File: src/rtl/fhs_ram.sv
module fhs_ram #(
   parameter int WIDTH = 8,
   parameter int DEPTH = 16,
   localparam int AW = (DEPTH > 1) ? $clog2(DEPTH) : 1
) (
   input  logic             clock,
   input  logic             wr_en,
   input  logic [AW-1:0]    wr_addr,
   input  logic [WIDTH-1:0] wr_data,
   input  logic [AW-1:0]    rd_addr,
   output logic [WIDTH-1:0] rd_data
);
   logic [WIDTH-1:0] mem_ff [DEPTH];
   logic [WIDTH-1:0] rd_data_ff;

   always_ff @(posedge clock) begin
      if (wr_en) begin
         mem_ff[wr_addr] <= wr_data;
      end
      rd_data_ff <= mem_ff[rd_addr];
   end

   assign rd_data = rd_data_ff;
endmodule

File: config.mk
export PLATFORM = sky130hd
export DESIGN_NAME = fhs_ram
export DESIGN_NICKNAME = d
export VERILOG_FILES = /design/src/rtl/fhs_ram.sv
export SDC_FILE = /design/constraint.sdc
export NUM_CORES = 1
export LEC_CHECK = 0
export BUFFER_PORTS_ARGS = -buffer_cell sky130_fd_sc_hd__buf_2
export CORE_MARGIN = 10
export CORE_UTILIZATION = 25
export DETAILED_ROUTE_END_ITERATION = 6
export PLACE_DENSITY = 0.42
export SLEW_MARGIN = 20
export SYNTH_ARGS = -nofsm -noshare
export SYNTH_HDL_FRONTEND = slang
export SYNTH_SLANG_ARGS = --single-unit
File: constraint.sdc
create_clock -name clock -period 5.2 [get_ports clock]
set_input_delay 0.52 -clock clock [delete_from_list [all_inputs] [get_ports clock]]
set_output_delay 0.52 -clock clock [all_outputs]
set_load 0.03 [all_outputs]
[Word level (Yosys, flattened, before mapping)]
Memory sizes are Yosys's and may differ from the RTL's. A register that Yosys moved wholly into a read port is not among the register bits.
Index checks and enable logic that the tools add are counted.
W data, S select, Z words.
Word-level totals
  register bits after elaboration: 0
  bits in latches: 0
  RAM bits: 128
  memory bits (read-only): 0
  word-level logic and storage cells: 3
  memories: 1
Memories
  mem_ff: words 16, width 8, read ports 1, clocked after Yosys merged registers in 1, wr ports 1, RTL line 13  | logic [WIDTH-1:0] mem_ff [DEPTH];
Operators by class
  $add $sub $neg: 0
  $mul: 0
  divide/modulo/power cells: 0
  magnitude comparators: 0
  eq/ne operators: 0
  shift operators: 0
  mux-type cells: 2
  bitwise gates (word level): 0
  reductions and logical operators: 0
Operators with widths (number)
  $mux W1: 2

[Logic depth before layout (Yosys ltp)]
  word-level depth: 2
  mapped depth: 5
  gate-level depth less buffers: 3

[Worst setup path after synthesis]
Ideal clock, no wire load.
  kind: in2reg
  start: input port wr_addr[2]
  end: memory mem_ff[0][0], enable pin
  setup time: 383 ps
  arrival time: 1630 ps
  data required time: 4817 ps
  slack: 3187 ps
  stages on the path: 2
  path buffers: 0
  cells stage by stage: or3b_2 nor3_1
RTL lines
  start: declaration: RTL line 8  | input logic [AW-1:0] wr_addr,
  end: declaration: RTL line 13
No word-level cell before the write port.

==> run metrics <==
endpoint type of the worst setup path=flop; sequential share of power=0.478; initial antenna violation count=3; synthesized flop and latch total=136; P_sw=0.514 mW; fin cells=550; vias in the first global route=2542; Residual DRC=0; Max rail drop VDD=0.000261 V; CP Max Fanout=20; global-route wire length before repair=16500 um; CP top delay family=buffers and inverters; Worst-Margin Slew=1070 ps; Clock Path Buffers=2; slowest library cell on the worst path=mux4_1; Post-DP HPWL=7020 um; CTS Sinks=136; GRT Util Overall=0.0884; Detailed Routing Iterations Pass 1=4; Detail Route Antenna Nets=0; final worst-path cycle share=0.414; vias=2369; Finish-stage setup viols=0; Internal Power=2.06 mW; root buffer cell=clkbuf_16; Initial Utilization=0.254; H-tree levels=4; syn avg cell area=22.5 sq um; cell area after synthesis=5150 sq um; clock share of power=0.473; signal arrival time at the worst endpoint=2450 ps; Inst Count DP=518; RSZ-0062 raised after global routing=false; post-route setup TNS=0 ps; Final WS setup=3050 ps; most common cell in the synthesized netlist=edfxtp_1; # port buffers=25; Worst EP required=5490 ps; Netlist cell types=19; worst path cell trace=buf_2 > buf_4 > mux4_1 > a22oi_1 > nand2_1; P_leak=2.00 nW; CORE AREA=20200 sq um; Die X=163 um; Hold Crit Start=wr_data[3]; Post-synth EDFFs=128; Worst R2R Start=mem_ff[15][6]; combinational power share=0.049; Startpoint Class=primary input; I/O pin count=26; nets=285; cell row count=52; switch share=0.199; # Post-CTS Setup Buffers=0; Clock Pin Slew Worst Setup and Hold Paths=60 ps; Peak Freq=0.465 GHz; DR vias/cell=4.31; maxcap violations=0; Resized cells post-CTS=0; share of layout cells above drive strength 1=0.283; top cell type by total area after synthesis=edfxtp_1; Iter 0 DRT Violations=125; Worst path max stage delay=590 ps; Top FF cell, synth=edfxtp_1; Hold Fails Final Rpt=0; status=complete, no violations; largest net degree at the start of global routing=33; final slew viol count=0; r2r worst-path depth=3; sequential area share after synthesis=0.778; total clock buffers created by CTS=17; Die Span Y=163 um; cell count after synthesis=229; hold depth=1; Die Area=26700 sq um; DP Worst Slack=2540 ps; latest clock arrival within the worst-skew pair=410 ps; synth top area cells=edfxtp_1, mux4_2, mux4_1; Yosys warning count=0; Mapped Nets=247; Final min period=2150 ps; share of the synthesized area in the top cell type=0.747; Crit Path Class=in2reg; cts hold-fix bufs=0; final WL=11300 um; Hold Path Class=in2reg; average wire per cell in the routed design=20.5 um; CP Buf/Inv Count=2; Commonest cells post-synth=edfxtp_1, mux4_2, a22oi_1; CTS tree=yes; P per Cell Area=418 nW/um^2; Critical Path Stages=5; Rel. slew slack=0.287; P&R area growth vs syn=19.9%; Congestion Overflow GR=0; Final Skew=5.51 ps; crit path from=rd_addr[0]; routability cong.=0.700; async set-reset flop share out of synthesis=0
per-stage QoR:
stage | util | total power, mW | cell area (sq um) | hold slack (ps)
finish | 0.305 | 2.58 | 6170 | 497
global route | 0.305 | 2.67 | 6170 | 491
CTS | 0.305 | 2.62 | 6170 | 484
detailed placement | 0.275 | 1.38 | 5560 | 665
global placement | 0.275 | 1.38 | 5560 | 653
floorplan | - | 1.33 | 5150 | 619
cell type report:
class	count	area (sq um)
Fill cell	1958	14100
Clock buffer	17	425
Multi-Input combinational cell	83	1060
Sequential cell	136	4000
Clock inverter	14	183
Timing Repair Buffer	29	155
Tap cell	270	338
Antenna cell	1	2.50
layer usage:
| layer | GRT usage | share of wire | vias to the layer above |
|---|---|---|---|
| met5 | 0 | 0.0030 | - |
| met4 | 0.0333 | 0.011 | 4 |
| met3 | 0.0383 | 0.060 | 12 |
| met2 | 0.133 | 0.48 | 46 |
| met1 | 0.111 | 0.45 | 1256 |
| li1 | - | - | 1051 |
sequential cells by signal, indices dropped and copies added, names as in the netlist:
name and cells:
mem_ff 128, rd_data 8
final timing paths:
path / endpoint / slack [ps]
max: rd_data[3] / 3050
min reg2reg: rd_data[7] / 680
min: mem_ff[15][3] / 500
max reg2reg: rd_data[6] / 3730
cells in the final DEF, fill, tap and decap left out, types with 2 or more instances in the layout:
cell / count
buf_2: 25
clkinvlp_4: 4
mux4_2: 18
a22oi_1: 16
nand2b_1: 2
bufinv_16: 4
buf_4: 4
clkbuf_16: 17
clkinv_2: 4
dfxtp_1: 8
nand3b_1: 2
nor2_1: 13
mux4_1: 14
nor3_1: 3
nand2_1: 9
edfxtp_1: 128
power groups by stage:
stage	combinational (mW)	sequential, mW	clock [mW]
after floorplan	0.0622	1.27	0
after global placement	0.127	1.26	0
after detailed placement	0.129	1.26	0
after CTS	0.130	1.23	1.25
after global routing	0.137	1.23	1.30
final	0.126	1.23	1.22
cell families (layout without fill, tap and decap cells):
family / Yosys count / in the layout / share of synthesized area
AO/OA/AOI/OAI: 16 / 16 / 0.0233
AND/OR/NAND/NOR: 35 / 35 / 0.0318
multiplexers: 32 / 32 / 0.150
flip-flops: 136 / 136 / 0.778
other: 0 / 1 / 0
buffers and inverters: 10 / 60 / 0.0168
(Power assumes the default switching activity.)
