<file path="config.mk">
export PLATFORM = sky130hd
export DESIGN_NAME = fhs_hash
export DESIGN_NICKNAME = d
export VERILOG_FILES = /design/src/rtl/fhs_pkg.sv /design/src/rtl/fhs_hash.sv
export SDC_FILE = /design/constraint.sdc
export NUM_CORES = 1
export LEC_CHECK = 0
export ABC_AREA = 1
export ABC_CLOCK_PERIOD_IN_PS = 11050
export BUFFER_PORTS_ARGS = -buffer_cell sky130_fd_sc_hd__buf_2
export CAP_MARGIN = 0
export CORE_ASPECT_RATIO = 2
export CORE_UTILIZATION = 35
export DETAILED_ROUTE_END_ITERATION = 8
export SYNTH_ARGS = -nofsm -noshare
export SYNTH_HDL_FRONTEND = slang
export SYNTH_SLANG_ARGS = --single-unit
</file>
<file path="constraint.sdc">
create_clock -name clock -period 11.05 [get_ports clock]
set_input_delay 2.21 -clock clock [delete_from_list [all_inputs] [get_ports clock]]
set_output_delay 2.21 -clock clock [all_outputs]
set_load 0.05 [all_outputs]
</file>
<file path="src/rtl/fhs_pkg.sv">
package fhs_pkg;

   localparam int VERT_W = 16;
   localparam int HASH_W = 28;

   localparam logic [HASH_W-1:0] HASH_K_LO  = HASH_W'(31);
   localparam logic [HASH_W-1:0] HASH_K_HI  = HASH_W'(3023);
   localparam logic [HASH_W-1:0] HASH_K_MID = HASH_W'(1783);

   typedef enum logic {
      CMD_TOGGLE   = 1'b0,
      CMD_GET_NEXT = 1'b1
   } command_type;

   typedef enum logic [2:0] {
      ST_INSERTED = 3'd0,
      ST_REMOVED  = 3'd1,
      ST_FULL     = 3'd2,
      ST_RETURNED = 3'd3,
      ST_EMPTY    = 3'd4
   } status_type;

   typedef struct packed {
      logic [VERT_W-1:0] lo;
      logic [VERT_W-1:0] hi;
      logic [VERT_W-1:0] mid;
   } face_type;

endpackage

</file>
<file path="src/rtl/fhs_hash.sv">
module fhs_hash
   import fhs_pkg::*;
#(
   parameter int BUCKETS = 256,
   localparam int BW = (BUCKETS > 1) ? $clog2(BUCKETS) : 1
) (
   input  logic          clock,
   input  logic          reset,
   input  logic          start,
   input  face_type      face,
   output logic          done,
   output logic [BW-1:0] bucket
);
   logic [HASH_W-1:0] p_lo_ff, p_hi_ff, p_mid_ff;
   logic              run_ff;
   logic [HASH_W-1:0] mix;

   always_ff @(posedge clock) begin
      if (start) begin
         p_lo_ff  <= HASH_W'(face.lo) * HASH_K_LO;
         p_hi_ff  <= HASH_W'(face.hi) * HASH_K_HI;
         p_mid_ff <= HASH_W'(face.mid) * HASH_K_MID;
      end
      if (reset) begin
         run_ff <= 1'b0;
      end else begin
         run_ff <= start;
      end
   end

   assign mix = p_lo_ff ^ p_hi_ff ^ p_mid_ff;

   generate
      if ((BUCKETS & (BUCKETS - 1)) == 0) begin : g_mask
         logic [BW-1:0] bucket_ff;
         logic          done_ff;
         always_ff @(posedge clock) begin
            if (run_ff) begin
               bucket_ff <= mix[BW-1:0] & BW'(BUCKETS - 1);
            end
            if (reset) begin
               done_ff <= 1'b0;
            end else begin
               done_ff <= run_ff;
            end
         end
         assign done   = done_ff;
         assign bucket = bucket_ff;
      end else begin : g_recip
         localparam int RS = HASH_W + BW;
         localparam logic [HASH_W:0] RECIP =
            (HASH_W+1)'(((64'd1 << RS) + 64'(BUCKETS) - 64'd1) / 64'(BUCKETS));
         logic [2*HASH_W:0] prod_ff;
         logic [HASH_W-1:0] quot, rem;
         logic [BW-1:0]     bucket_ff;
         logic              step_ff, done_ff;
         always_comb begin
            quot = HASH_W'(prod_ff >> RS);
            rem  = mix - quot * HASH_W'(BUCKETS);
         end
         always_ff @(posedge clock) begin
            if (run_ff) begin
               prod_ff <= (2*HASH_W+1)'(mix) * (2*HASH_W+1)'(RECIP);
            end
            if (step_ff) begin
               bucket_ff <= rem[BW-1:0];
            end
            if (reset) begin
               step_ff <= 1'b0;
               done_ff <= 1'b0;
            end else begin
               step_ff <= run_ff;
               done_ff <= step_ff;
            end
         end
         assign done   = done_ff;
         assign bucket = bucket_ff;
      end
   endgenerate
endmodule
</file>
# Yosys cells after proc, flatten, opt, wreduce, memory -nomap -nowiden
# Cells that the tools add are included.
# word_totals
register_bits	34
latch_bits	0
mem_bits_rw	0
rom_bits	0
inputBits	51
out_inout_bits	9
mem_count	0
# classes
add_sub_neg	0
multipliers	3
n_div	0
magnitude_cmp	0
n_eq_ne	0
n_shift	0
mux	0
bitwise	2
n_reduce_logical	0
# op_table
operator	n
$mul 16x11->8 const B	1
$mul 16x12->8 const B	1
$mul 16x5->8 const B	1
$xor 8x8->8	2

# Depth between registers and ports, before layout
# Gate-level depths: netlist of the first run.
# depth
ltp_word	2
mapped_depth	18
mapped_depth_nobuf	18

# Least setup slack after synthesis of the first run
# Ideal clock, no wire load.
# synth_path
kind	input port to flip-flop
startpoint	input port face[0] (netlist bit)
endpoint	register p_mid_ff[7] (data pin)
setup_time_ns	0.249
arrival_ns	4.813
slack_ns	5.988
cell_stages	15
cell_sequence	ha_1 ha_1 inv_1 fa_1 fa_1 inv_1 ha_1 a21oi_2 nand3_1 nand3_1 nand2_1 inv_1 nand3_1 nand2_1 inv_1
# synth_between
elab_chain_cells	1
# synth_lines
element	line_no	rtl
start, declared	fhs_hash.sv:10	input face_type face,
$mul 16x11->8	fhs_hash.sv:22	p_mid_ff <= HASH_W'(face.mid) * HASH_K_MID;
end signal, assigned	fhs_hash.sv:22	
end, declared	fhs_hash.sv:14	logic [HASH_W-1:0] p_lo_ff, p_hi_ff, p_mid_ff;
# No other way between the ends.
# A chain may end at the register's enable or synchronous reset.

# Worst setup path after layout of the first run
# Same ends and word-level chain as after synthesis.

==> impl_metrics.env, run 1 <==
export IMPL_status="finished, final reports clean"
export IMPL_pin_count_of_the_biggest_net_entering_global_routing=26
export IMPL_timing_final_crit_share_pct=46.7
export IMPL_avgRoutedWirePerCell_um=10.4
export IMPL_r2r_setup_slack_ns=10.13
export IMPL_min_period_ns=5.16
export IMPL_worst_slew_pin_slew_ns=0.528
export IMPL_clk_root_buffer_cell="sky130_fd_sc_hd__clkbuf_16"
export IMPL_core_area_um2=8590
export IMPL_hold_violations=0
export IMPL_detail_route_wirelength_mm=4.68
export IMPL_synth_seq_cells=34
export IMPL_finalNetCount=465
export IMPL_synthesis_yosys_warnings=0
export IMPL_start_util_pct=35.8
export IMPL_critical_path_endpoint_type="flip-flop"
export IMPL_final_core_utilization_pct=40.9
export IMPL_power_share_switching_pct=36.6
export IMPL_grt_overflow_total=0
export IMPL_antenna_found_initial=0
export IMPL_initialDrtViolationCount=46
export IMPL_top_usage_layer="met2"
export IMPL_viasPerCell=4.36
export IMPL_met3_usage_pct=3.04
export IMPL_std_cell_rows=48
export IMPL_crit_type="input pin to flip-flop"
export IMPL_grt_first_pass_wirelength_mm=8.04
export IMPL_fraction_of_final_layout_cells_with_drive_strength_greater_than_1_pct=16.0
export IMPL_clock_sink_count=34
export IMPL_clock_tree_buf_depth=2
export IMPL_grt_met2_usage_pct=24.7
export IMPL_place_inst=442
export IMPL_worst_setup_hold_path_clk_slew_ns=0.05
export IMPL_final_setup_vio_count=0
export IMPL_final_seq_area_um2=1000
export IMPL_via_count=1964
export IMPL_intPower_uw=409
export IMPL_p_switching_uw=236
export IMPL_finalClockSkew_ns=0.00232
export IMPL_power_uw=645
export IMPL_final_setup_tns_ns=0
export IMPL_cp_data_required_time_ns=11.08
export IMPL_clockPowerShare_pct=19.7
export IMPL_met1_usage_pct=9.86
export IMPL_fp_dieH_um=134
export IMPL_total_leakage_power_nw=1.79
export IMPL_timing_slew_headroom_pct=64.8
export IMPL_post_dp_hpwl_mm=4.23
export IMPL_antenna_cells_inserted=0
export IMPL_cts_made_buffers=5
export IMPL_critical_path_max_stage_delay_ns=0.55
export IMPL_place_port_buffers=35
export IMPL_io_pins=60
export IMPL_ctsResizeCount=0
export IMPL_cell_family_with_most_cp_delay="adder cells"
export IMPL_max_cap_check_violation_count=0
export IMPL_holdCritPathClass="flip-flop to flip-flop"
export IMPL_mappedNetlistArea_um2=3070
export IMPL_most_common_cell_after_layout_fill_and_taps_aside="sky130_fd_sc_hd__inv_1"
export IMPL_htreeDepth=2
export IMPL_worst_ep_arrival_time_ns=5.19
export IMPL_syn_area_per_cell_um2=10.0
export IMPL_chipWidth_um=68.2
export IMPL_multi_input_area_um2=1760
export IMPL_cp_cell_sequence="buf_2 > ha_1 > ha_1 > inv_1 > fa_1 > fa_1 > inv_1 > ha_1 > a21oi_2 > nand3_1 > nand3_1 > nand2_1 > inv_1 > nand3_1 > nand2_1 > inv_1"
export IMPL_seq_power_share_pct=33.2
export IMPL_drc_errors=0
export IMPL_holdWs_ns=0.546
export IMPL_worstSkewPairLatency_ns=0.27
export IMPL_cp_max_fo=5
export IMPL_unrepaired_setup_endpoints_after_global_routing="no"
export IMPL_final_cell_mix="78 x sky130_fd_sc_hd__inv_1, 53 x sky130_fd_sc_hd__nand2_1, 40 x sky130_fd_sc_hd__ha_1"
export IMPL_postCtsSetupRepairBufs=0
export IMPL_gr_usage_all_layers_pct=12.0
export IMPL_final_cells=450
export IMPL_first_pass_iters=4
export IMPL_library_cell_contributing_the_largest_single_delay_on_the_critical_path="sky130_fd_sc_hd__fa_1"
export IMPL_final_fill_count=866
export IMPL_ir_worst_vdd_mv=0.0807
export IMPL_timing_fmax_ghz=0.194
export IMPL_crit_path_start_kind="input pin"
export IMPL_detail_route_antenna_nets=0
export IMPL_place_gp_congestion=0.787
export IMPL_cp_num_buf_inv=5
export IMPL_power_combinational_fraction_pct=47.2
export IMPL_slew_violations=0
export IMPL_syn_num_nets=423
export IMPL_cell_repeated_most_along_the_worst_path="sky130_fd_sc_hd__inv_1"
export IMPL_yosys_cell_types_count=23
export IMPL_syn_instance_count=307
export IMPL_floorplan_die_area_um2=9180
export IMPL_via_count_of_the_first_global_routing_pass=2014
export IMPL_area_growth_syn_to_layout_pct=14.3
export IMPL_cts_hold_buf=0
export IMPL_cts_tree="yes"
export IMPL_synth_yosys_seq_area_share_pct=32.6
export IMPL_pwr_density_cell_nw_per_um2=184
[cell usage after synthesis]
| cell type | n | area, µm² |
|---|---|---|
| sky130_fd_sc_hd__a21o_1 | 1 | 7.51 |
| sky130_fd_sc_hd__nand2_2 | 2 | 12.5 |
| sky130_fd_sc_hd__xnor2_1 | 24 | 210 |
| sky130_fd_sc_hd__nor2_1 | 4 | 15.0 |
| sky130_fd_sc_hd__a31oi_1 | 1 | 6.26 |
| sky130_fd_sc_hd__a21oi_2 | 2 | 17.5 |
| sky130_fd_sc_hd__inv_2 | 4 | 15.0 |
| sky130_fd_sc_hd__or2_1 | 1 | 6.26 |
| sky130_fd_sc_hd__nor4_2 | 1 | 12.5 |
| sky130_fd_sc_hd__o21ai_2 | 1 | 8.76 |
| sky130_fd_sc_hd__nor2_2 | 2 | 12.5 |
| sky130_fd_sc_hd__edfxtp_1 | 32 | 961 |
| sky130_fd_sc_hd__nand3b_1 | 2 | 15.0 |
| sky130_fd_sc_hd__a21oi_1 | 3 | 15.0 |
| sky130_fd_sc_hd__xnor2_2 | 2 | 32.5 |
| sky130_fd_sc_hd__fa_1 | 25 | 500 |
| sky130_fd_sc_hd__nand2_1 | 53 | 199 |
| sky130_fd_sc_hd__ha_1 | 40 | 500 |
| sky130_fd_sc_hd__o31ai_2 | 1 | 12.5 |
| sky130_fd_sc_hd__xor2_1 | 13 | 114 |
| sky130_fd_sc_hd__dfxtp_1 | 2 | 40.0 |
| sky130_fd_sc_hd__nand3_1 | 13 | 65.1 |
| sky130_fd_sc_hd__inv_1 | 78 | 293 |
[registers in the layout, summed over array words and instances, names as in the netlist]
register  count
p_mid_ff      8
bucket        8
run_ff        1
p_lo_ff       8
done          1
p_hi_ff       8
[per-stage QoR]
| step | setup slack, ns | cell area, µm² |
|---|---|---|
| 2_1_floorplan | 5.99 | 3070 |
| 3_3_place_gp | 5.58 | 3370 |
| 3_5_place_dp | 5.56 | 3370 |
| 4_1_cts | 5.83 | 3510 |
| 5_1_grt | 5.69 | 3510 |
| 6_report | 5.89 | 3510 |
[power by group through the flow]
stage          sequential [mW]  combinational, mW  clock, mW
6_report                 0.214              0.304      0.127
5_1_grt                  0.218              0.349      0.137
4_1_cts                  0.215              0.313      0.131
3_5_place_dp             0.217              0.312          0
3_3_place_gp             0.216              0.305          0
2_1_floorplan            0.244              0.215          0
[worst register-to-register path, delay by kind of cell (launching register included)]
family	cells	cell delay [ns]
xor gates and xnor gates	2	0.28
DFF	1	0.39
[path summary, 6_finish.rpt]
kind | to | from | cells past startpoint
max reg2reg | bucket[1] | p_lo_ff[1] | 2
max | p_mid_ff[7] | face[0] | 16
min | bucket[6] | p_mid_ff[6] | 1
min reg2reg | bucket[6] | p_mid_ff[6] | 1
[cell families after synthesis]
family	synth area share [%]
AND/OR/NAND/NOR	11.0
XOR/XNOR	11.6
flip-flops	32.6
AO/OA/AOI/OAI	2.20
buffers and inverters	10.0
adder cells (fa/ha/maj)	32.6
[routing by layer]
layer  wire, µm  up-vias
li1           -     1026
met1       1550      909
met2       2940       25
met3        126        4
met4         57        0
met5          0        -
[final cells by class]
type	instances	area share [%]
Clock buffer	6	3.67
Tap cell	100	3.57
Inverter	82	8.77
Timing Repair Buffer	35	4.99
Sequential cell	34	28.5
Multi-Input combinational cell	191	50.2
Clock inverter	2	0.250
No activity file was read; power rests on OpenSTA's default activity.
==> inputs of run 2 (changes only) <==
- ABC_CLOCK_PERIOD_IN_PS: 11050 -> 4900
- clock period: 11.05 -> 4.9 ns (I/O delays scaled with it)
==> run 2 against run 1 <==
Effect of this change:
- non-clock buffer count unchanged
- sequential power grew 120%
- sequential cell count is the same
- critical path depth stayed put
- worst hold slack better by 0.0011 ns
- worst setup slack got worse by 4.9 ns
- clock power increased by 140%
- core utilization rose by 0.12 points
==> impl_metrics.env, run 2 (same netlist as run 1, synthesis figures left out) <==
export IMPL_status="finished, final reports clean"
export IMPL_via_count_of_the_first_global_routing_pass=2050
export IMPL_unrepaired_setup_endpoints_after_global_routing="no"
export IMPL_hold_violations=0
export IMPL_final_core_utilization_pct=41.0
export IMPL_cp_num_buf_inv=5
export IMPL_crit_cells=16
export IMPL_worst_slew_pin_slew_ns=0.531
export IMPL_ir_worst_vdd_mv=0.173
export IMPL_timing_slew_headroom_pct=64.6
export IMPL_cts_made_buffers=5
export IMPL_pin_count_of_the_biggest_net_entering_global_routing=26
export IMPL_r2r_setup_slack_ns=3.98
export IMPL_route_top_layer_used="met4"
export IMPL_cts_tree="yes"
export IMPL_grt_overflow_total=0
export IMPL_final_cell_mix="78 x sky130_fd_sc_hd__inv_1, 53 x sky130_fd_sc_hd__nand2_1, 40 x sky130_fd_sc_hd__ha_1"
export IMPL_pwr_density_cell_nw_per_um2=420
export IMPL_clock_sink_count=34
export IMPL_place_inst=442
export IMPL_postCtsSetupRepairBufs=0
export IMPL_total_leakage_power_nw=1.79
export IMPL_cp_max_fo=5
export IMPL_finalClockSkew_ns=0.00202
export IMPL_cts_hold_buf=0
export IMPL_worstSkewPairLatency_ns=0.27
export IMPL_r2r_end="bucket[0]"
export IMPL_finalWorstSetupSlack_ns=0.978
export IMPL_core_area_um2=8590
export IMPL_fraction_of_final_layout_cells_with_drive_strength_greater_than_1_pct=16.3
export IMPL_gr_usage_all_layers_pct=12.0
export IMPL_timing_final_crit_share_pct=80.0
export IMPL_post_place_ws_ns=0.674
export IMPL_final_setup_tns_ns=0
export IMPL_htreeDepth=2
export IMPL_post_dp_hpwl_mm=4.30
export IMPL_timing_fmax_ghz=0.255
export IMPL_chipWidth_um=68.2
export IMPL_critical_path_max_stage_delay_ns=0.54
export IMPL_crit_type="input pin to flip-flop"
export IMPL_routed_wl_met3_um=142
export IMPL_library_cell_contributing_the_largest_single_delay_on_the_critical_path="sky130_fd_sc_hd__fa_1"
export IMPL_m1WireLength_mm=1.62
export IMPL_io_pins=60
export IMPL_place_gp_congestion=0.783
export IMPL_detail_route_antenna_nets=0
export IMPL_critical_path_endpoint_type="flip-flop"
export IMPL_worstReg2RegStart="p_hi_ff[0]"
export IMPL_std_cell_rows=48
export IMPL_ctsResizeCount=0
export IMPL_antenna_cells_inserted=0
export IMPL_area_growth_syn_to_layout_pct=14.6
export IMPL_cell_family_with_most_cp_delay="adder cells"
export IMPL_fp_dieH_um=134
export IMPL_grt_first_pass_wirelength_mm=8.16
export IMPL_reg2reg_depth=2
export IMPL_slew_violations=0
export IMPL_worst_setup_hold_path_clk_slew_ns=0.05
export IMPL_viasPerCell=4.42
export IMPL_final_fill_count=846
export IMPL_most_common_cell_after_layout_fill_and_taps_aside="sky130_fd_sc_hd__inv_1"
export IMPL_worst_ep_arrival_time_ns=3.95
export IMPL_final_setup_vio_count=0
export IMPL_first_pass_iters=4
export IMPL_detail_route_wirelength_mm=4.83
export IMPL_cell_repeated_most_along_the_worst_path="sky130_fd_sc_hd__inv_1"
export IMPL_final_cells=450
export IMPL_clk_root_buffer_cell="sky130_fd_sc_hd__clkbuf_16"
export IMPL_floorplan_die_area_um2=9180
export IMPL_initialDrtViolationCount=35
export IMPL_via_count=1991
export IMPL_clock_tree_buf_depth=2
export IMPL_crit_path_start_kind="input pin"
export IMPL_holdCritPathClass="flip-flop to flip-flop"
export IMPL_cp_cell_sequence="buf_2 > ha_1 > ha_1 > inv_1 > fa_1 > fa_1 > inv_1 > ha_1 > a21oi_2 > nand3_1 > nand3_1 > nand2_1 > inv_1 > nand3_1 > nand2_1 > inv_1"
export IMPL_avgRoutedWirePerCell_um=10.7
export IMPL_min_period_ns=3.92
export IMPL_route_met2_wl_mm=3.03
export IMPL_critical_path_startpoint="face[0]"
export IMPL_finalNetCount=465
export IMPL_place_port_buffers=35
export IMPL_antenna_found_initial=0
export IMPL_cp_data_required_time_ns=4.93
export IMPL_start_util_pct=35.8
export IMPL_drc_errors=0
export IMPL_worst_setup_path_endpoint="p_mid_ff[7]"
export IMPL_max_cap_check_violation_count=0
[run 2: area by class of cell]
type                    count  area, µm²  area share, %
multi-input cells         191       1760           50.1
well taps                 100        125           3.55
clock inverters             1       5.00          0.142
flip-flops and latches     34       1000           28.4
repair buffers             35        175           4.98
inverters                  82        308           8.75
clock buffers               7        143           4.05
[run 2: worst min path at each step]
stage	startpoint	to	slack, ns	cells past startpoint
after floorplan	p_mid_ff[0]	bucket[0]	0.53	1
after global placement	p_mid_ff[1]	bucket[1]	0.54	1
after detailed placement	p_mid_ff[6]	bucket[6]	0.54	1
after CTS	p_mid_ff[6]	bucket[6]	0.55	1
after global routing	p_mid_ff[6]	bucket[6]	0.55	1
final	p_mid_ff[6]	bucket[6]	0.55	1
[run 2: report_power, final]
part / total (mW) / internal (mW) / leakage, nW / switching, mW
sequential: 0.481 / 0.450 / 0.327 / 0.0311
clock: 0.305 / 0.201 / 0.0739 / 0.104
combinational: 0.693 / 0.288 / 1.39 / 0.405
[run 2: routing by layer]
| metal | global-route usage [%] | vias up |
|---|---|---|
| li1 | - | 1026 |
| met1 | 10.6 | 934 |
| met2 | 24.7 | 27 |
| met3 | 2.03 | 4 |
| met4 | 3.47 | 0 |
| met5 | 0 | - |
[run 2: per-stage QoR]
step           hold slack [ns]  area (µm²)  power, mW
2_1_floorplan            0.527        3070       1.04
3_3_place_gp             0.535        3370       1.17
4_1_cts                  0.549        3520       1.50
6_report                 0.547        3520       1.48
3_5_place_dp             0.537        3370       1.19
5_1_grt                  0.555        3520       1.60
